**src/hw/rtl/wavhp_pkg.sv**
```systemverilog
// ----------------------------------------------------------------------------
// wavhp_pkg
// Shared widths, result codes, chunk tags and word types of the WAV parser.
// ----------------------------------------------------------------------------
package wavhp_pkg;

   localparam int unsigned LEN_W  = 31;
   localparam int unsigned RATE_W = 32;

   // result kinds
   localparam logic [1:0] KIND_AUDIO  = 2'd0;
   localparam logic [1:0] KIND_HEADER = 2'd1;
   localparam logic [1:0] KIND_ERROR  = 2'd2;

   // error codes
   localparam logic [3:0] ERR_NONE      = 4'd0;
   localparam logic [3:0] ERR_TRUNCATED = 4'd1;
   localparam logic [3:0] ERR_NO_RIFF   = 4'd2;
   localparam logic [3:0] ERR_NO_WAVE   = 4'd3;
   localparam logic [3:0] ERR_NO_FMT    = 4'd4;
   localparam logic [3:0] ERR_FMT_SHORT = 4'd5;
   localparam logic [3:0] ERR_NO_DATA   = 4'd6;
   localparam logic [3:0] ERR_EMPTY     = 4'd7;
   localparam logic [3:0] ERR_TOO_LARGE = 4'd8;
   localparam logic [3:0] ERR_BAD_CHAN  = 4'd9;

   // little-endian four-character tags
   localparam logic [31:0] TAG_RIFF = 32'h4646_4952;
   localparam logic [31:0] TAG_WAVE = 32'h4556_4157;
   localparam logic [31:0] TAG_FMT  = 32'h2074_6d66;
   localparam logic [31:0] TAG_DATA = 32'h6174_6164;

   localparam logic [15:0] PCM_TAG      = 16'h0001;
   localparam logic [31:0] FMT_MIN_SIZE = 32'd16;
   localparam logic [15:0] PAD_BYTES    = 16'd6;

   // register index of file_length
   localparam logic REG_FILE_LENGTH = 1'b0;

   typedef struct packed {
      logic       vld;
      logic [7:0] data;
   } in_word_type;

   typedef struct packed {
      logic [1:0]        kind;
      logic [7:0]        audio_byte;
      logic [RATE_W-1:0] sample_rate;
      logic [1:0]        channel_count;
      logic [15:0]       sample_bits;
      logic [15:0]       format_code;
      logic [LEN_W-1:0]  payload_size;
      logic [3:0]        error_code;
      logic              final_byte;
   } rsp_word_type;

endpackage

```
**src/hw/rtl/wavhp_if.sv**
```systemverilog
// ----------------------------------------------------------------------------
// wavhp_byte_if / wavhp_rsp_if
// Valid/ready channels for file bytes in and parser results out.
// ----------------------------------------------------------------------------
interface wavhp_byte_if;
   logic       valid;
   logic       ready;
   logic [7:0] data_byte;

   modport source (output valid, output data_byte, input ready);
   modport sink (input valid, input data_byte, output ready);
endinterface

interface wavhp_rsp_if;
   logic                          valid;
   logic                          ready;
   logic [1:0]                    kind;
   logic [7:0]                    audio_byte;
   logic [wavhp_pkg::RATE_W-1:0]  sample_rate;
   logic [1:0]                    channel_count;
   logic [15:0]                   sample_bits;
   logic [15:0]                   format_code;
   logic [wavhp_pkg::LEN_W-1:0]   payload_size;
   logic [3:0]                    error_code;
   logic                          final_byte;

   modport source (output valid, output kind, output audio_byte, output sample_rate,
                   output channel_count, output sample_bits, output format_code,
                   output payload_size, output error_code, output final_byte,
                   input ready);
   modport sink (input valid, input kind, input audio_byte, input sample_rate,
                 input channel_count, input sample_bits, input format_code,
                 input payload_size, input error_code, input final_byte,
                 output ready);
endinterface

```
**src/hw/rtl/wavhp_csr.sv**
```systemverilog
// ----------------------------------------------------------------------------
// wavhp_csr
// APB register file holding the file length.
// ----------------------------------------------------------------------------
module wavhp_csr (
   input  logic                        clock,
   input  logic                        reset,
   input  logic                        csr_psel,
   input  logic                        csr_penable,
   input  logic                        csr_pwrite,
   input  logic [2:0]                  csr_paddr,
   input  logic [31:0]                 csr_pwdata,
   output logic [31:0]                 csr_prdata,
   output logic                        csr_pready,
   output logic [wavhp_pkg::LEN_W-1:0] file_length
);

   logic [wavhp_pkg::LEN_W-1:0] file_length_ff;
   logic [wavhp_pkg::LEN_W-1:0] file_length_in;
   logic                        wr_hit;

   assign wr_hit = csr_psel && csr_penable && csr_pwrite
                   && (csr_paddr[2] == wavhp_pkg::REG_FILE_LENGTH);

   always_comb begin
      file_length_in = file_length_ff;
      if (wr_hit) begin
         file_length_in = csr_pwdata[wavhp_pkg::LEN_W-1:0];
      end
   end

   always_ff @(posedge clock) begin
      if (reset) begin
         file_length_ff <= '0;
      end else begin
         file_length_ff <= file_length_in;
      end
   end

   assign csr_pready  = 1'b1;
   assign csr_prdata  = (csr_paddr[2] == wavhp_pkg::REG_FILE_LENGTH)
                        ? {1'b0, file_length_ff} : 32'd0;
   assign file_length = file_length_ff;

endmodule

```
**src/hw/rtl/wavhp_in_stage.sv**
```systemverilog
// ----------------------------------------------------------------------------
// wavhp_in_stage
// Input register for file bytes; refills in the cycle the parser takes one.
// ----------------------------------------------------------------------------
module wavhp_in_stage (
   input  logic                   clock,
   input  logic                   reset,
   input  logic                   req_valid,
   input  logic [7:0]             req_data,
   output logic                   req_ready,
   input  logic                   take,
   output wavhp_pkg::in_word_type word
);

   logic       vld_ff;
   logic       vld_in;
   logic [7:0] data_ff;
   logic [7:0] data_in;
   logic       accept;

   assign req_ready = !vld_ff || take;
   assign accept    = req_valid && req_ready;

   always_comb begin
      vld_in  = vld_ff;
      data_in = data_ff;
      if (accept) begin
         vld_in  = 1'b1;
         data_in = req_data;
      end else if (take) begin
         vld_in = 1'b0;
      end
   end

   always_ff @(posedge clock) begin
      if (reset) begin
         vld_ff <= 1'b0;
      end else begin
         vld_ff <= vld_in;
      end
      data_ff <= data_in;
   end

   assign word.vld  = vld_ff;
   assign word.data = data_ff;

endmodule

```
**src/hw/rtl/wavhp_parse.sv**
```systemverilog
// ----------------------------------------------------------------------------
// wavhp_parse
// Header state machine, one byte per cycle while the result register is not stalled, with the result register.
// ----------------------------------------------------------------------------
module wavhp_parse (
   input  logic                         clock,
   input  logic                         reset,
   input  wavhp_pkg::in_word_type       word,
   output logic                         take,
   input  logic [wavhp_pkg::LEN_W-1:0]  file_length,
   output logic                         rsp_valid,
   input  logic                         rsp_ready,
   output wavhp_pkg::rsp_word_type      rsp
);

   typedef enum logic [3:0] {
      PH_RIFF, PH_RSIZE, PH_WAVE, PH_FMT, PH_FSIZE, PH_TAG, PH_CH, PH_RATE,
      PH_PAD, PH_BITS, PH_XLEN, PH_SKIP, PH_DTAG, PH_DSIZE, PH_PAYLOAD, PH_IDLE
   } phase_type;

   function automatic logic [2:0] field_len(input phase_type ph);
      logic [2:0] len;
      case (ph)
         PH_TAG, PH_CH, PH_BITS, PH_XLEN: len = 3'd2;
         PH_PAD, PH_SKIP, PH_PAYLOAD, PH_IDLE: len = 3'd0;
         default: len = 3'd4;
      endcase
      return len;
   endfunction

   phase_type                   phase_ff, phase_in;
   logic [31:0]                 cnt_ff, cnt_in;       // byte position + 1
   logic [31:0]                 shift_ff, shift_in;
   logic [1:0]                  idx_ff, idx_in;
   logic                        match_ff, match_in;
   logic [15:0]                 fmt_ff, fmt_in;
   logic [15:0]                 chan_ff, chan_in;
   logic [31:0]                 rate_ff, rate_in;
   logic [15:0]                 bits_ff, bits_in;
   logic [15:0]                 skip_ff, skip_in;
   logic [wavhp_pkg::LEN_W-1:0] pay_ff, pay_in;
   logic                        rsp_vld_ff, rsp_vld_in;
   wavhp_pkg::rsp_word_type     rsp_ff, rsp_in;

   logic                        last;
   logic [31:0]                 v;
   logic                        too_large;
   logic                        emit;
   wavhp_pkg::rsp_word_type     res;

   assign take = word.vld && (!rsp_vld_ff || rsp_ready);
   assign last = cnt_ff >= {1'b0, file_length};
   assign v    = shift_ff | ({24'd0, word.data} << {idx_ff, 3'b000});
   // v above the bytes left after the size word
   assign too_large = ({1'b0, v} + {1'b0, cnt_ff}) > {2'b00, file_length};

   always_comb begin
      phase_in = phase_ff;
      cnt_in   = cnt_ff;
      shift_in = shift_ff;
      idx_in   = idx_ff;
      match_in = match_ff;
      fmt_in   = fmt_ff;
      chan_in  = chan_ff;
      rate_in  = rate_ff;
      bits_in  = bits_ff;
      skip_in  = skip_ff;
      pay_in   = pay_ff;
      emit     = 1'b0;
      res      = '0;

      case (phase_ff)
         PH_PAYLOAD: begin
            emit           = 1'b1;
            res.kind       = wavhp_pkg::KIND_AUDIO;
            res.audio_byte = word.data;
            res.final_byte = (pay_ff == wavhp_pkg::LEN_W'(1));
            pay_in         = pay_ff - wavhp_pkg::LEN_W'(1);
            if (pay_ff == wavhp_pkg::LEN_W'(1)) begin
               phase_in = PH_IDLE;
            end
         end
         PH_IDLE: begin
         end
         PH_PAD, PH_SKIP: begin
            skip_in = skip_ff - 16'd1;
            if (skip_ff == 16'd1) begin
               phase_in = (phase_ff == PH_PAD) ? PH_BITS : PH_DTAG;
            end
         end
         default: begin
            if (({1'b0, idx_ff} + 3'd1) < field_len(phase_ff)) begin
               shift_in = v;
               idx_in   = idx_ff + 2'd1;
            end else begin
               shift_in = '0;
               idx_in   = '0;
               case (phase_ff)
                  PH_RIFF: begin
                     match_in = (v == wavhp_pkg::TAG_RIFF);
                     phase_in = PH_RSIZE;
                  end
                  PH_RSIZE: begin
                     if (!match_ff) begin
                        emit = 1'b1;
                        res.error_code = wavhp_pkg::ERR_NO_RIFF;
                     end else begin
                        phase_in = PH_WAVE;
                     end
                  end
                  PH_WAVE: begin
                     if (v != wavhp_pkg::TAG_WAVE) begin
                        emit = 1'b1;
                        res.error_code = wavhp_pkg::ERR_NO_WAVE;
                     end else begin
                        phase_in = PH_FMT;
                     end
                  end
                  PH_FMT: begin
                     match_in = (v == wavhp_pkg::TAG_FMT);
                     phase_in = PH_FSIZE;
                  end
                  PH_FSIZE: begin
                     if (!match_ff) begin
                        emit = 1'b1;
                        res.error_code = wavhp_pkg::ERR_NO_FMT;
                     end else if (v < wavhp_pkg::FMT_MIN_SIZE) begin
                        emit = 1'b1;
                        res.error_code = wavhp_pkg::ERR_FMT_SHORT;
                     end else begin
                        phase_in = PH_TAG;
                     end
                  end
                  PH_TAG: begin
                     fmt_in   = v[15:0];
                     phase_in = PH_CH;
                  end
                  PH_CH: begin
                     chan_in  = v[15:0];
                     phase_in = PH_RATE;
                  end
                  PH_RATE: begin
                     rate_in  = v;
                     skip_in  = wavhp_pkg::PAD_BYTES;
                     phase_in = PH_PAD;
                  end
                  PH_BITS: begin
                     bits_in  = v[15:0];
                     phase_in = (fmt_ff == wavhp_pkg::PCM_TAG) ? PH_DTAG : PH_XLEN;
                  end
                  PH_XLEN: begin
                     skip_in  = v[15:0];
                     phase_in = (v[15:0] == 16'd0) ? PH_DTAG : PH_SKIP;
                  end
                  PH_DTAG: begin
                     match_in = (v == wavhp_pkg::TAG_DATA);
                     phase_in = PH_DSIZE;
                  end
                  PH_DSIZE: begin
                     emit = 1'b1;
                     if (!match_ff) begin
                        res.error_code = wavhp_pkg::ERR_NO_DATA;
                     end else if (v == 32'd0) begin
                        res.error_code = wavhp_pkg::ERR_EMPTY;
                     end else if (too_large) begin
                        res.error_code = wavhp_pkg::ERR_TOO_LARGE;
                     end else if ((chan_ff != 16'd1) && (chan_ff != 16'd2)) begin
                        res.error_code = wavhp_pkg::ERR_BAD_CHAN;
                     end else begin
                        pay_in            = v[wavhp_pkg::LEN_W-1:0];
                        res.kind          = wavhp_pkg::KIND_HEADER;
                        res.sample_rate   = rate_ff;
                        res.channel_count = chan_ff[1:0];
                        res.sample_bits   = bits_ff;
                        res.format_code   = fmt_ff;
                        res.payload_size  = v[wavhp_pkg::LEN_W-1:0];
                        phase_in          = PH_PAYLOAD;
                     end
                  end
                  default: begin
                     phase_in = PH_IDLE;
                  end
               endcase
               // any error code set above ends the file
               if (res.error_code != wavhp_pkg::ERR_NONE) begin
                  res.kind = wavhp_pkg::KIND_ERROR;
                  phase_in = PH_IDLE;
               end
            end
         end
      endcase

      // last byte before the header completes
      if (!emit && last && (phase_in != PH_PAYLOAD) && (phase_in != PH_IDLE)) begin
         emit           = 1'b1;
         res            = '0;
         res.kind       = wavhp_pkg::KIND_ERROR;
         res.error_code = wavhp_pkg::ERR_TRUNCATED;
      end

      // rearm after the last byte of the file
      if (last) begin
         phase_in = PH_RIFF;
         cnt_in   = 32'd1;
         shift_in = '0;
         idx_in   = '0;
         match_in = 1'b0;
         fmt_in   = '0;
         chan_in  = '0;
         rate_in  = '0;
         bits_in  = '0;
         skip_in  = '0;
         pay_in   = '0;
      end else begin
         cnt_in = cnt_ff + 32'd1;
      end
   end

   always_comb begin
      rsp_vld_in = rsp_vld_ff;
      rsp_in     = rsp_ff;
      if (take) begin
         rsp_vld_in = emit;
         rsp_in     = res;
      end else if (rsp_ready) begin
         rsp_vld_in = 1'b0;
      end
   end

   always_ff @(posedge clock) begin
      if (reset) begin
         phase_ff   <= PH_RIFF;
         cnt_ff     <= 32'd1;
         shift_ff   <= '0;
         idx_ff     <= '0;
         match_ff   <= 1'b0;
         fmt_ff     <= '0;
         chan_ff    <= '0;
         rate_ff    <= '0;
         bits_ff    <= '0;
         skip_ff    <= '0;
         pay_ff     <= '0;
         rsp_vld_ff <= 1'b0;
      end else if (take) begin
         phase_ff   <= phase_in;
         cnt_ff     <= cnt_in;
         shift_ff   <= shift_in;
         idx_ff     <= idx_in;
         match_ff   <= match_in;
         fmt_ff     <= fmt_in;
         chan_ff    <= chan_in;
         rate_ff    <= rate_in;
         bits_ff    <= bits_in;
         skip_ff    <= skip_in;
         pay_ff     <= pay_in;
         rsp_vld_ff <= rsp_vld_in;
      end else begin
         rsp_vld_ff <= rsp_vld_in;
      end
      rsp_ff <= rsp_in;
   end

   assign rsp_valid = rsp_vld_ff;
   assign rsp       = rsp_ff;

endmodule

```
**src/hw/rtl/wav_header_parser.sv**
```systemverilog
// A byte passes the input register, then the result register, on its way to rsp_if.
// Throughput: one byte per cycle unless rsp_if stalls; one state machine step per byte.
// The input register refills in the cycle the parser takes its word; a stalled result
// holds the parser and the byte waiting in the input register, and req_if.ready drops.
// Reset (synchronous, active high) rearms the parser and clears file_length to 0.
// ----------------------------------------------------------------------------
// wav_header_parser
// RIFF/WAVE header parser: checks the chunk tags, extracts the format fields,
// then streams the data chunk bytes.
// ----------------------------------------------------------------------------
module wav_header_parser (
   input  logic                  clock,
   input  logic                  reset,
   wavhp_byte_if.sink            req_if,
   wavhp_rsp_if.source           rsp_if,
   input  logic                  csr_psel,
   input  logic                  csr_penable,
   input  logic                  csr_pwrite,
   input  logic [2:0]            csr_paddr,
   input  logic [31:0]           csr_pwdata,
   output logic [31:0]           csr_prdata,
   output logic                  csr_pready
);

   logic [wavhp_pkg::LEN_W-1:0] file_length;
   wavhp_pkg::in_word_type      in_word;
   logic                        take;
   wavhp_pkg::rsp_word_type     rsp_word;
   logic                        rsp_valid;

   // file length register; write only while no file is in flight
   wavhp_csr u_csr (
      .clock       (clock),
      .reset       (reset),
      .csr_psel    (csr_psel),
      .csr_penable (csr_penable),
      .csr_pwrite  (csr_pwrite),
      .csr_paddr   (csr_paddr),
      .csr_pwdata  (csr_pwdata),
      .csr_prdata  (csr_prdata),
      .csr_pready  (csr_pready),
      .file_length (file_length)
   );

   // hold the incoming word until the parser takes it
   wavhp_in_stage u_in (
      .clock     (clock),
      .reset     (reset),
      .req_valid (req_if.valid),
      .req_data  (req_if.data_byte),
      .req_ready (req_if.ready),
      .take      (take),
      .word      (in_word)
   );

   // advance the header state machine one byte and register the result word
   wavhp_parse u_parse (
      .clock       (clock),
      .reset       (reset),
      .word        (in_word),
      .take        (take),
      .file_length (file_length),
      .rsp_valid   (rsp_valid),
      .rsp_ready   (rsp_if.ready),
      .rsp         (rsp_word)
   );

   // drive the result channel straight from the result register
   assign rsp_if.valid         = rsp_valid;
   assign rsp_if.kind          = rsp_word.kind;
   assign rsp_if.audio_byte    = rsp_word.audio_byte;
   assign rsp_if.sample_rate   = rsp_word.sample_rate;
   assign rsp_if.channel_count = rsp_word.channel_count;
   assign rsp_if.sample_bits   = rsp_word.sample_bits;
   assign rsp_if.format_code   = rsp_word.format_code;
   assign rsp_if.payload_size  = rsp_word.payload_size;
   assign rsp_if.error_code    = rsp_word.error_code;
   assign rsp_if.final_byte    = rsp_word.final_byte;

endmodule

```
**src/flat_wrapper.sv**
```systemverilog
// flat-port wrapper written by rule: the top's interface ports become plain ports
module wav_header_parser_flat 
  (clock, reset, csr_psel, csr_penable, csr_pwrite, csr_paddr, csr_pwdata, csr_prdata, csr_pready, req_if_valid, req_if_data_byte, req_if_ready, rsp_if_valid, rsp_if_kind, rsp_if_audio_byte, rsp_if_sample_rate, rsp_if_channel_count, rsp_if_sample_bits, rsp_if_format_code, rsp_if_payload_size, rsp_if_error_code, rsp_if_final_byte, rsp_if_ready);
  wavhp_byte_if req_if_i ();
  wavhp_rsp_if rsp_if_i ();
  input  logic clock;
  input  logic reset;
  input  logic csr_psel;
  input  logic csr_penable;
  input  logic csr_pwrite;
  input  logic [2:0] csr_paddr;
  input  logic [31:0] csr_pwdata;
  output logic [31:0] csr_prdata;
  output logic csr_pready;
  input wire logic [$bits(req_if_i.valid)-1:0] req_if_valid;
  input wire logic [$bits(req_if_i.data_byte)-1:0] req_if_data_byte;
  output wire logic [$bits(req_if_i.ready)-1:0] req_if_ready;
  output wire logic [$bits(rsp_if_i.valid)-1:0] rsp_if_valid;
  output wire logic [$bits(rsp_if_i.kind)-1:0] rsp_if_kind;
  output wire logic [$bits(rsp_if_i.audio_byte)-1:0] rsp_if_audio_byte;
  output wire logic [$bits(rsp_if_i.sample_rate)-1:0] rsp_if_sample_rate;
  output wire logic [$bits(rsp_if_i.channel_count)-1:0] rsp_if_channel_count;
  output wire logic [$bits(rsp_if_i.sample_bits)-1:0] rsp_if_sample_bits;
  output wire logic [$bits(rsp_if_i.format_code)-1:0] rsp_if_format_code;
  output wire logic [$bits(rsp_if_i.payload_size)-1:0] rsp_if_payload_size;
  output wire logic [$bits(rsp_if_i.error_code)-1:0] rsp_if_error_code;
  output wire logic [$bits(rsp_if_i.final_byte)-1:0] rsp_if_final_byte;
  input wire logic [$bits(rsp_if_i.ready)-1:0] rsp_if_ready;
  assign req_if_i.valid = req_if_valid;
  assign req_if_i.data_byte = req_if_data_byte;
  assign req_if_ready = req_if_i.ready;
  assign rsp_if_valid = rsp_if_i.valid;
  assign rsp_if_kind = rsp_if_i.kind;
  assign rsp_if_audio_byte = rsp_if_i.audio_byte;
  assign rsp_if_sample_rate = rsp_if_i.sample_rate;
  assign rsp_if_channel_count = rsp_if_i.channel_count;
  assign rsp_if_sample_bits = rsp_if_i.sample_bits;
  assign rsp_if_format_code = rsp_if_i.format_code;
  assign rsp_if_payload_size = rsp_if_i.payload_size;
  assign rsp_if_error_code = rsp_if_i.error_code;
  assign rsp_if_final_byte = rsp_if_i.final_byte;
  assign rsp_if_i.ready = rsp_if_ready;
  wav_header_parser u_core (.clock(clock), .reset(reset), .req_if(req_if_i), .rsp_if(rsp_if_i), .csr_psel(csr_psel), .csr_penable(csr_penable), .csr_pwrite(csr_pwrite), .csr_paddr(csr_paddr), .csr_pwdata(csr_pwdata), .csr_prdata(csr_prdata), .csr_pready(csr_pready));
endmodule
```
**config.mk**
```make
export PLATFORM = sky130hd
export DESIGN_NAME = wav_header_parser_flat
export DESIGN_NICKNAME = d
export VERILOG_FILES = /design/src/hw/rtl/wavhp_pkg.sv /design/src/hw/rtl/wavhp_if.sv /design/src/hw/rtl/wavhp_csr.sv /design/src/hw/rtl/wavhp_in_stage.sv /design/src/hw/rtl/wavhp_parse.sv /design/src/hw/rtl/wav_header_parser.sv /design/src/flat_wrapper.sv
export SDC_FILE = /design/constraint.sdc
export NUM_CORES = 1
export LEC_CHECK = 0
export ABC_CLOCK_PERIOD_IN_PS = 17800
export BUFFER_PORTS_ARGS = -buffer_cell sky130_fd_sc_hd__buf_2
export CELL_PAD_IN_SITES_DETAIL_PLACEMENT = 2
export CELL_PAD_IN_SITES_GLOBAL_PLACEMENT = 2
export CORE_MARGIN = 4
export CORE_UTILIZATION = 41
export CTS_BUF_LIST = sky130_fd_sc_hd__clkbuf_2 sky130_fd_sc_hd__clkbuf_4 sky130_fd_sc_hd__clkbuf_8
export DETAILED_ROUTE_END_ITERATION = 10
export PLACE_DENSITY = 0.95
export SLEW_MARGIN = 20
export SYNTH_ARGS = -nofsm -noshare
export SYNTH_HDL_FRONTEND = slang
export SYNTH_HIERARCHICAL = 1
export SYNTH_SLANG_ARGS = --single-unit
```
**constraint.sdc**
```tcl
create_clock -name clock -period 17.8 [get_ports clock]
set_clock_uncertainty 0.1 [all_clocks]
set_input_delay 0.89 -clock clock [delete_from_list [all_inputs] [get_ports clock]]
set_output_delay 0.89 -clock clock [all_outputs]
set_load 0.005 [all_outputs]
```
==> flow_metrics.tcl, run 1 <==
set metrics [dict create \
    syn_inst 2225 \
    seq_area_frac_synth_pct 42.7 \
    relSlewSlack_pct 24.4 \
    max_stage_delay_ns 1.06 \
    grt.overflow.total 0 \
    clk_pin_slew_worst_paths_ns 0.08 \
    nNetsFinal 2550 \
    tightest_slew_ns 1.13 \
    stdcell_area_mm2 0.0223 \
    r2r-end "u_core/u_parse/pay_ff[13]" \
    yosysTopAreaCell "dfxtp_1" \
    drt_wl_total_mm 104 \
    p_per_area_mw_per_mm2 95.7 \
    finalCriticalPeriod_ns 10.55 \
    whs_endpoint "u_core/u_in/data_ff[5]" \
    max_clock_freq_mhz 94.8 \
    synth_area_leaders "dfxtp_1 (24%), edfxtp_1 (19%), ha_1 (6.6%), nor2_1 (5.5%), a21oi_1 (5.5%)" \
    die-width_um 225 \
    finish.utilization_pct 47.9 \
    rsz0062_at_grt "false" \
    finalHoldViolCount 0 \
    arrival_ns 10.98 \
    cts_made_buffers 68 \
    clockPowerShare_pct 42.6 \
    filler_cell_count 4966 \
    p_int_mw 1.43 \
    dp.cells 2932 \
    status "finished, final reports clean" \
    start_util_pct 41.6 \
    ys_ff_latch 353 \
    cts_tree "done" \
    hold_path_depth 1 \
    ios 197 \
    cap_violations 0 \
    hpwl_mm 62.0 \
    worst-path-max-fanout 71 \
    cp.required_ns 18.23 \
    p_total_mw 2.13 \
    cp_slowest_cell "o21ai_4" \
    cts_setup_buffers 0 \
    p_leak_nw 8.86 \
    cp_common_cell "a21oi_1" \
    synthFlopType "dfxtp_1" \
    clock_latency_ns 0.69 \
    root_buffer "clkbuf_8" \
    cpLargestDelayFamily "compound AO/OA/AOI/OAI gates" \
    drt_iter0_drc 2339 \
    crit_start "u_core/u_parse/idx_ff[1]" \
    rrSetupSlack_ns 7.25 \
    synth_edf_count 120 \
    hp-class "input port to register" \
    path_buf_inv 2 \
    coreArea_mm2 0.0466 \
    async_reset_ff_share_pct 0 \
    synth_top_area_share_pct 24.1 \
    reg2regPathDepth 26 \
    avgSynthCellArea_um2 8.70 \
    drc 0 \
    sw_frac_of_total_pct 32.8 \
    cts_buffer_depth 3 \
    hold_path.startpoint "req_if_data_byte[5]" \
    clock_sinks 353 \
    post-route-period-util_pct 59.3 \
    startpoint_type "register" \
    die_h_um 225 \
    grt_pass1_wl_mm 151 \
    grt_pass1_vias 22451 \
    vias 20457 \
    netlist-cell-type-count 93 \
    multi_input_area_mm2 0.0102 \
    p_comb_share_pct 16.0 \
    setup_viol 0 \
    yosys.cell_count.top_type "nor2_1" \
    placed_cell_area_mm2 0.0208 \
    gr-usage-all-layers_pct 39.2 \
    first_pass_iters 5 \
    antenna_found_initial 3 \
    area_delta_synth_final_pct 15.3 \
    die_area_mm2 0.0507 \
    gp_congestion 0.907 \
    maxSlewViolCount 0 \
    via_per_inst 6.69 \
    yosys_warnings 6 \
    htreeDepth 3 \
    setup.worst_path.class "register to register" \
    layout.cells.non_filler 3058 \
    synth_common_cells "nor2_1 (284), dfxtp_1 (233), a21oi_1 (211)" \
    p_seq_share_pct 41.3 \
    synth_nets 2378 \
    grt_start_max_net_pins 83 \
    crit_path_end_kind "register" \
    seq_area_mm2 0.00827 \
    r2r-start "u_core/u_parse/idx_ff[1]" \
    setup_tns_ns 0 \
    core.rowCount 79 \
    power.net_switching_mw 0.700 \
    post_cts_resized 0 \
    peakVddDrop_v 0.0000931 \
    syn_area_mm2 0.0193 \
    wire_per_inst_um 33.9 \
    ant_nets 0 \
    drive_gt1_share_pct 16.6 \
    cts_hold_buf 0 \
    buffer_ports.inserted 191 \
]
-- flip-flops by register name, indices dropped and copies added, names as in the netlist, named ones only --
register and cells:
u_core/u_parse/rsp 112, u_core/u_parse/cnt_ff 32, u_core/u_parse/rate_ff 32, u_core/u_parse/shift_ff 32, u_core/u_csr/file_length 31, u_core/u_parse/pay_ff 31
u_core/u_parse/bits_ff 16, u_core/u_parse/chan_ff 16, u_core/u_parse/fmt_ff 16, u_core/u_parse/skip_ff 16, u_core/u_in/data_ff 8, u_core/u_parse/phase_ff 4
u_core/u_parse/idx_ff 2, u_core/u_in/vld_ff 1, u_core/u_parse/match_ff 1, u_core/u_parse/rsp_valid 1
-- placed cells by master (no fill, tap or decap), types with 32 or more instances in the layout --
cell,Yosys,routed
a21oi_1,211,207
a31oi_1,41,41
and2_1,81,81
buf_2,13,190
buf_4,3,32
clkbuf_8,0,76
dfxtp_1,233,233
edfxtp_1,120,120
ha_1,102,102
inv_1,95,95
mux2i_1,37,37
nand2_1,143,143
nand2b_1,75,74
nand3_1,71,71
nor2_1,284,282
nor2b_1,46,46
nor3_1,99,97
o21ai_0,54,54
xnor2_1,44,44
-- power by group through the flow --
| stage | clock [mW] | combinational (mW) | sequential, mW |
|---|---|---|---|
| 2_1_floorplan | 0 | 0.170 | 0.890 |
| 3_3_place_gp | 0 | 0.279 | 0.893 |
| 3_5_place_dp | 0 | 0.305 | 0.897 |
| 4_1_cts | 0.916 | 0.323 | 0.882 |
| 5_1_grt | 0.948 | 0.348 | 0.884 |
| 6_report | 0.910 | 0.342 | 0.883 |
-- per-layer routing --
metal	vias to the layer above	wire, um	share of wire, %	GRT usage (%)
li1	8244	-	-	-
met1	10232	36600	35	43.1
met2	1402	49600	48	66.5
met3	579	9220	8.9	10.4
met4	0	8290	8.0	26.6
met5	-	0	0	0
-- how the worst max path moves through the flow --
| stage | end | slack, ns | cells after the start |
|---|---|---|---|
| floorplan | req_if_ready | 11.51 | 6 |
| global placement | u_core/u_parse/pay_ff[9] | 8.70 | 25 |
| detailed placement | u_core/u_parse/pay_ff[28] | 8.30 | 25 |
| CTS | u_core/u_parse/pay_ff[13] | 7.74 | 25 |
| global route | u_core/u_parse/pay_ff[4] | 7.23 | 26 |
| finish | u_core/u_parse/pay_ff[13] | 7.25 | 26 |
-- final cells by class --
| class | count | area share [%] |
|---|---|---|
| Tap cell | 607 | 3.41 |
| Clock inverter | 17 | 0.735 |
| Clock buffer | 104 | 5.63 |
| Sequential cell | 353 | 37.1 |
| Timing Repair Buffer | 224 | 5.51 |
| Multi-Input combinational cell | 1645 | 45.8 |
| Inverter | 105 | 1.79 |
| Antenna cell | 3 | 0.0337 |
-- cells by family after synthesis --
| kind of cell | Yosys count | synth area share (%) |
|---|---|---|
| AOI/OAI and AO/OA | 515 | 16.7 |
| muxes | 38 | 1.97 |
| adders and majority gates | 103 | 6.70 |
| buffers and inverters | 227 | 4.88 |
| and+or+nand+nor | 917 | 23.8 |
| xor gates and xnor gates | 70 | 3.17 |
| DFF | 353 | 42.7 |
| other | 2 | 0.0388 |
-- metrics by stage --
step                setup slack (ns)  hold WS [ns]
floorplan                      11.51         0.317
global placement                8.70         0.327
detailed placement              8.30         0.363
CTS                             7.74         0.266
global route                    7.23         0.271
finish                          7.25         0.289
-- worst reg2reg max path: stages, from the launching register on --
cell and delay (ns):
dfxtp_1 0.72, nor2b_1 0.37, a21oi_1 0.96, inv_1 0.52, ha_1 0.54, a21oi_1 0.18
o21ai_0 0.20, nor3_1 0.42, a21oi_2 0.23, a21boi_0 0.38, o21bai_1 0.19, a2111oi_0 0.97
o31ai_1 0.17, a21oi_1 0.29, xnor2_1 0.10, ha_1 0.35, o21a_1 0.15, nor2_1 0.10
a41o_1 0.24, a21oi_1 0.25, o41ai_2 0.21, nand4_1 0.12, a2111o_1 0.15, clkinv_2 0.69
o21ai_4 1.16, nor2_1 0.26, a211o_1 0.35
Power figures use the tool's default switching activity.
==> inputs of run 2 (changes only) <==
--- a/config.mk
+++ b/config.mk
@@ -5,15 +5,15 @@
 export SDC_FILE = /design/constraint.sdc
 export NUM_CORES = 1
 export LEC_CHECK = 0
-export ABC_CLOCK_PERIOD_IN_PS = 17800
+export ABC_CLOCK_PERIOD_IN_PS = 9830
 export BUFFER_PORTS_ARGS = -buffer_cell sky130_fd_sc_hd__buf_2
 export CELL_PAD_IN_SITES_DETAIL_PLACEMENT = 2
 export CELL_PAD_IN_SITES_GLOBAL_PLACEMENT = 2
 export CORE_MARGIN = 4
-export CORE_UTILIZATION = 41
+export CORE_UTILIZATION = 38
 export CTS_BUF_LIST = sky130_fd_sc_hd__clkbuf_2 sky130_fd_sc_hd__clkbuf_4 sky130_fd_sc_hd__clkbuf_8
 export DETAILED_ROUTE_END_ITERATION = 10
-export PLACE_DENSITY = 0.95
+export PLACE_DENSITY = 0.93
 export SLEW_MARGIN = 20
 export SYNTH_ARGS = -nofsm -noshare
 export SYNTH_HDL_FRONTEND = slang
==> constraint.sdc (replaced) <==
create_clock -name clock -period 9.83 [get_ports clock]
set_clock_uncertainty 0.1 [all_clocks]
set_input_delay 0.4915 -clock clock [delete_from_list [all_inputs] [get_ports clock]]
set_output_delay 0.4915 -clock clock [all_outputs]
set_load 0.005 [all_outputs]
==> run 2 against run 1 <==
  * Wire length down 5.9%
  * Critical path depth shrank 2
  * Worst hold slack got worse by 0.28 ns
  * Sequential power up 81%
  * Global-route usage fell by 4.8 points
  * Total power increased by 80%
  * Worst setup slack got worse by 6.7 ns
  * Maximum frequency rose by 14%
  * Core utilization down 2.8 points
  * Critical path type unchanged
  * Highest routed layer is now met5
==> flow_metrics.tcl, run 2 (synthesis gave the netlist of run 1 again) <==
set metrics [dict create \
    p_leak_nw 8.98 \
    core.rowCount 82 \
    area_delta_synth_final_pct 17.1 \
    htreeDepth 3 \
    die-width_um 234 \
    clock_latency_ns 0.70 \
    grt.busiest_layer "met2" \
    via_per_inst 6.30 \
    post-route-period-util_pct 94.5 \
    cp.required_ns 10.23 \
    final_common_cell "nor2_1" \
    vias 19863 \
    cts_setup_buffers 0 \
    die_h_um 234 \
    drt_wl_total_mm 97.6 \
    arrival_ns 9.69 \
    finish.utilization_pct 45.1 \
    layout_setup_ws_ns 0.541 \
    setup_viol 0 \
    crit_path_end_kind "register" \
    finalHoldViolCount 0 \
    use_met1_pct 37.4 \
    finalCriticalPeriod_ns 9.29 \
    layout.cells.non_filler 3152 \
    drt_iter0_drc 1925 \
    grt_pass1_vias 21581 \
    startpoint_type "register" \
    wire_per_inst_um 31.0 \
    start_util_pct 38.5 \
    cts_made_buffers 68 \
    grt_use_met3_pct 8.74 \
    relSlewSlack_pct 23.5 \
    drc 0 \
    maxSlewViolCount 0 \
    pre_cts_ws_ns 1.27 \
    grt_start_max_net_pins 82 \
    cts_tree "done" \
    placed_cell_area_mm2 0.0209 \
    clock_sinks 353 \
    post_cts_resized 0 \
    setup_tns_ns 0 \
    tightest_slew_ns 1.14 \
    holdWs_ns 0.00665 \
    antenna_found_initial 4 \
    coreArea_mm2 0.0503 \
    nNetsFinal 2578 \
    setup.worst_path.class "register to register" \
    max_clock_freq_mhz 108 \
    grt_use_met2_pct 60.0 \
    die_area_mm2 0.0546 \
    stdcell_area_mm2 0.0227 \
    ant_nets 0 \
    rsz0062_at_grt "false" \
    grt_pass1_wl_mm 142 \
    gp_congestion 0.909 \
    peakVddDrop_v 0.0000960 \
    hp-class "input port to register" \
    p_per_area_mw_per_mm2 170 \
    worst-path-max-fanout 67 \
    drive_gt1_share_pct 16.3 \
    hpwl_mm 58.2 \
    gr-usage-all-layers_pct 34.4 \
    cts_hold_buf 27 \
    dp.cells 2998 \
    grt.overflow.total 0 \
    first_pass_iters 5 \
    status "finished, final reports clean" \
    final_cell_mix "nor2_1 (282), dfxtp_1 (233), a21oi_1 (208)" \
    buffer_ports.inserted 191 \
    cap_violations 0 \
    largest_register_ffs 112 \
    ios 197 \
    root_buffer "clkbuf_8" \
    p_total_mw 3.85 \
    clk_pin_slew_worst_paths_ns 0.07 \
    cts_buffer_depth 3 \
]
## run 2: layout make-up
cell class / count / area [um2]
fillers: 5432 / 27600
clock inverters: 22 / 186
multi-input cells: 1645 / 10200
clock buffers: 102 / 1240
flip-flops and latches: 353 / 8270
well taps: 672 / 841
diodes: 1 / 2.50
repair buffers: 252 / 1510
inverters: 105 / 398
## run 2: path summary, 6_finish.rpt
check	startpoint	depth (start not counted)	slack (ns)	end
setup / recovery	u_core/u_parse/idx_ff[0]	24	0.54	u_core/u_parse/rsp[94]
hold / removal	csr_pwdata[6]	3	0.007	u_core/u_csr/file_length[6]
setup reg to reg	u_core/u_parse/idx_ff[0]	24	0.54	u_core/u_parse/rsp[94]
hold reg to reg	u_core/u_parse/chan_ff[15]	2	0.37	u_core/u_parse/chan_ff[15]
## run 2: worst max-delay path, stage by stage, from the launching register on
cell and delay [ns]:
dfxtp_1 0.78, nor2_1 0.39, a21oi_1 0.82, inv_1 0.44
ha_1 0.47, a21oi_1 0.14, nand2_1 0.09, o2111ai_1 0.57
nand4_1 0.24, a21oi_2 0.37, nor2b_1 0.09, o31ai_1 0.65
o2111ai_1 0.28, a21oi_1 0.26, xnor2_1 0.16, ha_1 0.30
a211o_1 0.33, a221oi_2 0.26, o2111ai_1 0.18, o41ai_2 0.45
nand4_1 0.16, a2111o_1 0.50, inv_2 0.19, buf_4 0.52
and2_1 0.27
## run 2: per-layer routing
metal | wire length (um) | vias to the layer above | part of all wire, %
met5 | 29 | - | 0.030
met4 | 6940 | 4 | 7.1
met3 | 7410 | 428 | 7.6
met2 | 47700 | 1137 | 49
met1 | 35500 | 9973 | 36
li1 | - | 8321 | -
## run 2: report_power, final
part           leakage (nW)  switching [mW]  internal (mW)
logic                  5.25           0.433          0.174
registers              2.98          0.0427           1.56
clock network         0.753           0.779          0.869
total                  8.98            1.25           2.60
